$ cat config.mk
export PLATFORM = sky130hd
export DESIGN_NAME = overwriting_byte_ring_fifo_core
export DESIGN_NICKNAME = d
export VERILOG_FILES = /design/src/rtl/core/obrf_pkg.sv /design/src/rtl/core/obrf_ram.sv /design/src/rtl/core/obrf_ctrl.sv /design/src/rtl/core/overwriting_byte_ring_fifo_core.sv
export SDC_FILE = /design/constraint.sdc
export NUM_CORES = 2
export LEC_CHECK = 0
export ABC_CLOCK_PERIOD_IN_PS = 4100
export BUFFER_PORTS_ARGS = -buffer_cell sky130_fd_sc_hd__buf_2
export CORE_MARGIN = 3
export CORE_UTILIZATION = 45
export CTS_CLUSTER_DIAMETER = 80
export CTS_CLUSTER_SIZE = 8
export DETAILED_ROUTE_END_ITERATION = 6
export PLACE_DENSITY = 0.61
export SLEW_MARGIN = 20
export SYNTH_ARGS = -nofsm -noshare
export SYNTH_HDL_FRONTEND = slang
export SYNTH_SLANG_ARGS = --single-unit
$ cat constraint.sdc
create_clock -name i_clk -period 4.1 [get_ports i_clk]
set_clock_uncertainty 0.2 [all_clocks]
set_input_delay 0.82 -clock i_clk [delete_from_list [all_inputs] [get_ports i_clk]]
set_output_delay 0.82 -clock i_clk [all_outputs]
set_load 0.1 [all_outputs]
$ cat src/rtl/core/obrf_pkg.sv
package obrf_pkg;

    localparam int unsigned DATA_W = 8;
    localparam int unsigned FILL_W = 9;
    localparam int unsigned ERR_W  = 2;

    localparam logic OP_WRITE = 1'b0;
    localparam logic OP_READ  = 1'b1;

    localparam logic [ERR_W-1:0] ERR_NONE    = 2'd0;
    localparam logic [ERR_W-1:0] ERR_OVERRUN = 2'd1;
    localparam logic [ERR_W-1:0] ERR_EMPTY   = 2'd2;

    localparam logic [DATA_W-1:0] EMPTY_BYTE = 8'hFF;

    // where the result byte comes from
    localparam logic [1:0] RD_ZERO = 2'd0;
    localparam logic [1:0] RD_ONES = 2'd1;
    localparam logic [1:0] RD_MEM  = 2'd2;

    typedef struct packed {
        logic [1:0]        rd_sel;
        logic              ok;
        logic [ERR_W-1:0]  last_error;
        logic [FILL_W-1:0] fill_count;
        logic              buf_empty;
        logic              is_full;
    } t_status;

endpackage

$ cat src/rtl/core/obrf_ram.sv
module obrf_ram
    import obrf_pkg::*;
#(
    parameter int unsigned DEPTH = 256,
    parameter int unsigned IW    = 8
) (
    input  logic              i_clk,
    input  logic              i_we,
    input  logic [IW-1:0]     i_waddr,
    input  logic [DATA_W-1:0] i_wdata,
    input  logic              i_re,
    input  logic [IW-1:0]     i_raddr,
    output logic [DATA_W-1:0] o_rdata
);

    logic [DATA_W-1:0] r_mem [DEPTH];
    logic [DATA_W-1:0] r_q;

    always_ff @(posedge i_clk) begin
        if (i_we) begin
            r_mem[i_waddr] <= i_wdata;
        end
        if (i_re) begin
            r_q <= r_mem[i_raddr];
        end
    end

    assign o_rdata = r_q;

endmodule

$ cat src/rtl/core/obrf_ctrl.sv
module obrf_ctrl
    import obrf_pkg::*;
#(
    parameter int unsigned DEPTH = 256,
    parameter int unsigned IW    = 8
) (
    input  logic          i_clk,
    input  logic          i_rst_n,
    input  logic          i_accept,
    input  logic          i_op,
    output logic          o_mem_we,
    output logic [IW-1:0] o_mem_waddr,
    output logic          o_mem_re,
    output logic [IW-1:0] o_mem_raddr,
    output t_status       o_status
);

    localparam int unsigned FW = IW + 1;

    logic [IW-1:0]    r_rd_idx, n_rd_idx;
    logic [IW-1:0]    r_wr_idx, n_wr_idx;
    logic             r_full, n_full;
    logic             r_empty, n_empty;
    logic [ERR_W-1:0] r_err, n_err;
    logic             ok;
    logic [1:0]       rd_sel;
    logic             mem_we, mem_re;
    logic [FW-1:0]    fill;

    function automatic logic [IW-1:0] next_idx(input logic [IW-1:0] idx);
        return (idx == IW'(DEPTH - 1)) ? '0 : idx + 1'b1;
    endfunction

    always_comb begin
        n_rd_idx = r_rd_idx;
        n_wr_idx = r_wr_idx;
        n_full   = r_full;
        n_empty  = r_empty;
        n_err    = r_err;
        ok       = 1'b1;
        rd_sel   = RD_ZERO;
        mem_we   = 1'b0;
        mem_re   = 1'b0;
        if (i_accept) begin
            if (i_op == OP_WRITE) begin
                // full: drop the oldest byte
                if (r_full) begin
                    n_err    = ERR_OVERRUN;
                    ok       = 1'b0;
                    n_rd_idx = next_idx(r_rd_idx);
                end
                mem_we   = 1'b1;
                n_wr_idx = next_idx(r_wr_idx);
                if (n_wr_idx == n_rd_idx) begin
                    n_full = 1'b1;
                end
                n_empty = 1'b0;
            end else if (r_empty) begin
                n_err  = ERR_EMPTY;
                ok     = 1'b0;
                rd_sel = RD_ONES;
            end else begin
                mem_re   = 1'b1;
                rd_sel   = RD_MEM;
                n_rd_idx = next_idx(r_rd_idx);
                if (n_rd_idx == r_wr_idx) begin
                    n_empty = 1'b1;
                end
                n_full = 1'b0;
            end
        end
    end

    always_comb begin
        if (n_full) begin
            fill = FW'(DEPTH);
        end else if (n_wr_idx >= n_rd_idx) begin
            fill = {1'b0, n_wr_idx} - {1'b0, n_rd_idx};
        end else begin
            fill = FW'(DEPTH) - {1'b0, n_rd_idx} + {1'b0, n_wr_idx};
        end
    end

    always_ff @(posedge i_clk) begin
        if (!i_rst_n) begin
            r_rd_idx <= '0;
            r_wr_idx <= '0;
            r_full   <= 1'b0;
            r_empty  <= 1'b1;
            r_err    <= ERR_NONE;
        end else begin
            r_rd_idx <= n_rd_idx;
            r_wr_idx <= n_wr_idx;
            r_full   <= n_full;
            r_empty  <= n_empty;
            r_err    <= n_err;
        end
    end

    assign o_mem_we    = mem_we;
    assign o_mem_waddr = r_wr_idx;
    assign o_mem_re    = mem_re;
    assign o_mem_raddr = r_rd_idx;

    assign o_status.rd_sel     = rd_sel;
    assign o_status.ok         = ok;
    assign o_status.last_error = n_err;
    assign o_status.fill_count = FILL_W'(fill);
    assign o_status.buf_empty  = n_empty;
    assign o_status.is_full    = n_full;

endmodule

$ cat src/rtl/core/overwriting_byte_ring_fifo_core.sv
// Byte ring FIFO of DEPTH entries that overwrites its oldest byte when a write
// finds it full. Each transaction is one write or one read and yields exactly
// one result: the byte read, a success flag, the sticky last error, the fill
// count (low 9 bits) and the empty/full flags. One transaction is taken every
// clock cycle while o_stall is low; its result passes first through the
// registered read port of the byte memory and then through the output
// register. Both stages hold under o_stall / i_stall back-pressure. No clearing
// pass is needed after reset: entries are only read after they are written.
module overwriting_byte_ring_fifo_core
    import obrf_pkg::*;
#(
    parameter int unsigned DEPTH = 256
) (
    input  logic              i_clk,
    input  logic              i_rst_n,
    input  logic              i_valid,
    output logic              o_stall,
    input  logic              i_op,
    input  logic [DATA_W-1:0] i_wr_data,
    output logic              o_valid,
    input  logic              i_stall,
    output logic [DATA_W-1:0] o_rd_data,
    output logic              o_ok,
    output logic [ERR_W-1:0]  o_last_error,
    output logic [FILL_W-1:0] o_fill_count,
    output logic              o_is_empty_flag,
    output logic              o_is_full_flag
);

    localparam int unsigned IW = $clog2(DEPTH);

    logic              accept;
    logic              s1_adv;
    logic              s2_free;
    logic              mem_we, mem_re;
    logic [IW-1:0]     mem_waddr, mem_raddr;
    logic [DATA_W-1:0] mem_rdata;
    t_status           status;
    logic [DATA_W-1:0] n_rd_data;

    logic              r_v1;
    t_status           r_s1;
    logic              r_v2;
    t_status           r_s2;
    logic [DATA_W-1:0] r_rd_data;

    assign s2_free = !r_v2 || !i_stall;
    assign s1_adv  = r_v1 && s2_free;
    assign o_stall = r_v1 && !s2_free;
    assign accept  = i_valid && !o_stall;

    obrf_ctrl #(
        .DEPTH (DEPTH),
        .IW    (IW)
    ) u_ctrl (
        .i_clk       (i_clk),
        .i_rst_n     (i_rst_n),
        .i_accept    (accept),
        .i_op        (i_op),
        .o_mem_we    (mem_we),
        .o_mem_waddr (mem_waddr),
        .o_mem_re    (mem_re),
        .o_mem_raddr (mem_raddr),
        .o_status    (status)
    );

    obrf_ram #(
        .DEPTH (DEPTH),
        .IW    (IW)
    ) u_ram (
        .i_clk   (i_clk),
        .i_we    (mem_we),
        .i_waddr (mem_waddr),
        .i_wdata (i_wr_data),
        .i_re    (mem_re),
        .i_raddr (mem_raddr),
        .o_rdata (mem_rdata)
    );

    always_comb begin
        unique case (r_s1.rd_sel)
            RD_MEM:  n_rd_data = mem_rdata;
            RD_ONES: n_rd_data = EMPTY_BYTE;
            default: n_rd_data = '0;
        endcase
    end

    always_ff @(posedge i_clk) begin
        if (!i_rst_n) begin
            r_v1 <= 1'b0;
            r_v2 <= 1'b0;
        end else begin
            if (accept) begin
                r_v1 <= 1'b1;
            end else if (s1_adv) begin
                r_v1 <= 1'b0;
            end
            if (s1_adv) begin
                r_v2 <= 1'b1;
            end else if (!i_stall) begin
                r_v2 <= 1'b0;
            end
        end
    end

    always_ff @(posedge i_clk) begin
        if (accept) begin
            r_s1 <= status;
        end
        if (s1_adv) begin
            r_s2      <= r_s1;
            r_rd_data <= n_rd_data;
        end
    end

    assign o_valid         = r_v2;
    assign o_rd_data       = r_rd_data;
    assign o_ok            = r_s2.ok;
    assign o_last_error    = r_s2.last_error;
    assign o_fill_count    = r_s2.fill_count;
    assign o_is_empty_flag = r_s2.buf_empty;
    assign o_is_full_flag  = r_s2.is_full;

endmodule

==> summary.txt <==
Outcome
  • Result of the run: completed

Synthesis
  • Cell taking the most area after synthesis: edfxtp_1
  • Post-synth EDFFs: 2094
  • Sequential element share of the synthesized area: approximately three quarters
  • Dominant register cell in the synthesized netlist: edfxtp_1
  • Synth Register Bits: 2116
  • Post-synthesis instance area: around 84000 um2
  • Warnings from Yosys: 0
  • Synth Net Count: 4391
  • Mapped Avg Cell Area: 19.23 um2
  • Yosys top cell area share: between 70 and 80%
  • Gate Count Post-Synth: about 4400
  • Cell types occupying the most area after synthesis: edfxtp_1 (75%), mux4_2 (8.7%), mux2i_1 (4.2%)
  • Distinct cell type count of the synthesized netlist: 75
  • Share of async-settable or async-resettable flops after synthesis: 0%

Critical path
  • Nature of the critical path endpoint: register
  • Highest net fanout along the worst path: 21
  • Crit path kind: reg -> reg
  • WP data arrival: 4.30 ns
  • Required time at the endpoint of the critical path: between 4 and 5 ns
  • Startpoint class of the critical path: register

STA
  • TNS Setup: 0 ns
  • Part of the cycle the worst path needs: 94.22%
  • Number of failing hold endpoints at the final stage: 0
  • Finish-stage setup viols: 0
  • Max transition margin: between 30 and 40%
  • Slew @ Worst Pin: around 1.0 ns
  • Top achievable clock speed: 258.9 MHz
  • Post-layout min period: between 3 and 4 ns
  • Slew Viols, Final: 0
  • Setup repair after global routing missed its margin: false

Clock network
  • Clock sink total: 2116
  • Clock insertion delay at the later pin of the skew report: 0.93 ns
  • Maximum count of clock buffers along a single path: 4
  • Reg clk slew, reported paths: 0.06 ns
  • Inserted Clock Buffers: 315
  • H-tree level count: 5
  • Clock tree from TritonCTS: done
  • Post-CTS Hold Fix Bufs: 3
  • CTS root buffer: clkbuf_16
  • Setup Fix Bufs, Post-CTS: 0
  • Cts repair resizes: 0

Layout
  • Combined area of the multi-input logic cells: 18780 um2
  • Total of fill cells in the finished design: between 10000 and 15000
  • Nets: 5011
  • Register Area: 63340 um2
  • Total non-filler cell area in the finished layout: 98240 um2
  • Syn-to-layout area delta: 17.09%
  • Fraction of final layout cells with drive strength greater than 1: between 20 and 30%

Pwr
  • Worst IR Drop VDD: 424.9 uV
  • Internal power consumption: 0.03789 W
  • Clk network pwr share: a little under half
  • Leak: 30.83 nW
  • Cell area power density: 480.9 nW/um2
  • Gate power share: 2.8%
  • Sequential share of power: 50.6%
  • Switch share: just under 20%
  • Net switching component of the power: 0.009344 W

Route
  • Vias/cell: 6.161
  • Post-detailed-routing wire length: 235.5 mm
  • Post-route DRC: 0
  • Starting DRT DRC Count: 5621
  • Number of detailed-routing iterations run before antenna repair: 6
  • Antenna viol nets, final: 0
  • Average wire length per cell after detail routing: 31.48 um
  • Vias: 46080

Floorplanning
  • Starting utilization of the core area: 45.53%
  • Number of placement rows: 157
  • Full die area: about 190000 um2
  • X dimension of the die: 437.8 um
  • Number of primary I/O pins: 37
  • DIE HEIGHT: 437.8 um
  • Area of the core: 184300 um2

Flow run
  • Number of maximum-capacitance violations: 0

GRT
  • First-pass GRT wire length: 336.8 mm
  • Global-route total usage across every layer: between 20% and 30%
  • Leftover overflow at the end of global routing: 0
  • Antenna violations before repair: 12
  • Number of global-route vias before repair: 45200
  • Pin count of the biggest net entering global routing: 105

Place
  • Number of buffer cells added on primary ports: 36
  • Detailed-placement wirelength estimate: ~150 mm
  • Area of placed instances: 90080 um2
  • Placer congestion estimate: roughly 0.9

Hold path
  • Hold Crit Class: in -> reg
[state kept, by name (all words and copies together), names as in the netlist, 2 cells and up]
| register | flops |
|---|---|
| o_fill_count | 9 |
| o_last_error | 2 |
| o_rd_data | 8 |
| r_s1 | 16 |
| u_ctrl.o_mem_raddr | 8 |
| u_ctrl.o_mem_waddr | 8 |
| u_ctrl.r_err | 2 |
| u_ram.o_rdata | 8 |
| u_ram.r_mem | 2048 |
[path summary, 6_finish.rpt]
check	startpoint	endpoint	slack, ns	cells after the start
max reg2reg	u_ctrl.o_mem_raddr[0]$_SDFF_PN0_	u_ram.o_rdata[2]$_DFFE_PP_	0.24	10
min	i_op	r_s1[14]$_SDFFCE_PN0N_	0.14	2
max	u_ctrl.o_mem_raddr[0]$_SDFF_PN0_	u_ram.o_rdata[2]$_DFFE_PP_	0.24	10
min reg2reg	r_s1[1]$_DFFE_PN_	o_is_empty_flag$_DFFE_PP_	0.22	0
[metal layers]
metal	vias to the layer above	wire [um]	GRT usage, %	share of wire (%)
li1	19050	-	-	-
met1	24010	95320	35.26	40
met2	2549	108000	36.98	46
met3	466	23290	5.192	9.9
met4	4	8873	8.951	3.8
met5	-	27	0	0.011
[power by group through the flow]
stage / Combinational, W / Sequential [W] / Clock [W]
6_report: 0.00134 / 0.0239 / 0.0220
5_1_grt: 0.00142 / 0.0239 / 0.0232
4_1_cts: 0.00136 / 0.0239 / 0.0224
3_5_place_dp: 0.00135 / 0.0243 / 0
3_3_place_gp: 0.00133 / 0.0243 / 0
2_1_floorplan: 0.000633 / 0.0244 / 0
[Yosys cell counts, types with 24 or more instances]
master	n
nor2_1	342
mux2i_1	353
o221ai_1	136
o22ai_1	67
mux4_1	24
buf_2	52
edfxtp_1	2094
clkbuf_1	110
nand3_1	36
a211oi_1	25
nor3_1	64
buf_6	41
a21oi_1	133
mux4_2	323
nand2_1	123
o21ai_0	59
[cell type report]
cell class	count	share of cell area (%)
Clock buffer	338	8.177
Sequential cell	2116	64.48
Inverter	19	0.08534
Clock inverter	8	0.07769
Timing Repair Buffer	569	4.921
Antenna cell	4	0.01019
Multi-Input combinational cell	1961	19.11
Tap cell	2464	3.138
[stage by stage]
stage / cells / worst slack [ns] / hold slack [ns] / power [W] / util [%]
global route: 7476 / 0.1001 / 0.1203 / 0.04852 / 53.31
floorplan: 4362 / 0.08208 / 0.2003 / 0.02501 / -
detailed placement: 7126 / 0.1542 / 0.2089 / 0.02564 / 48.89
global placement: 7126 / 0.1012 / 0.2043 / 0.02561 / 48.88
CTS: 7475 / 0.2058 / 0.06446 / 0.04760 / 53.30
finish: 7479 / 0.2369 / 0.1408 / 0.04724 / 53.31
[worst max-delay path, cell delays in order, from the launching register on]
cell and delay [ns]:
dfxtp_4 0.58, buf_12 0.23, buf_12 0.20, buf_12 0.23, buf_12 0.19, mux4_2 0.53, o22ai_1 0.18, nor3_1 0.13
nor3_1 0.69, and3_1 0.31, a21oi_1 0.05
[layout by cell type (no fill, tap or decap), drive strengths merged, types with 9 or more instances in the layout]
cell type  count
xnor2         23
inv           21
mux2          24
a21oi        133
a211oi        25
and2          21
buf          558
a22oi         16
a31oi          9
nand3         36
dfxtp         22
and3          11
nor4          13
edfxtp      2094
mux4         347
o22ai         67
clkbuf       346
nor2b         11
nor3          65
ha            15
nor2         342
xor2           9
nand4         16
o21ai         61
o221ai       137
nand2        123
mux2i        353
[kinds of logic (layout without fill, tap and decap cells)]
group                      Yosys count  count (layout)  synth area share (%)
AOI/OAI and AO/OA                  519             519                 4.258
buffers and inverters              285             934                 2.224
xor gates and xnor gates            32              32                0.3341
muxes                              724             724                 13.96
and+or+nand+nor                    670             670                 3.506
adders and majority gates           16              16                0.2476
DFF                               2116            2116                 75.47
other                                0               4                     0
No activity file was read; power rests on OpenSTA's default activity.
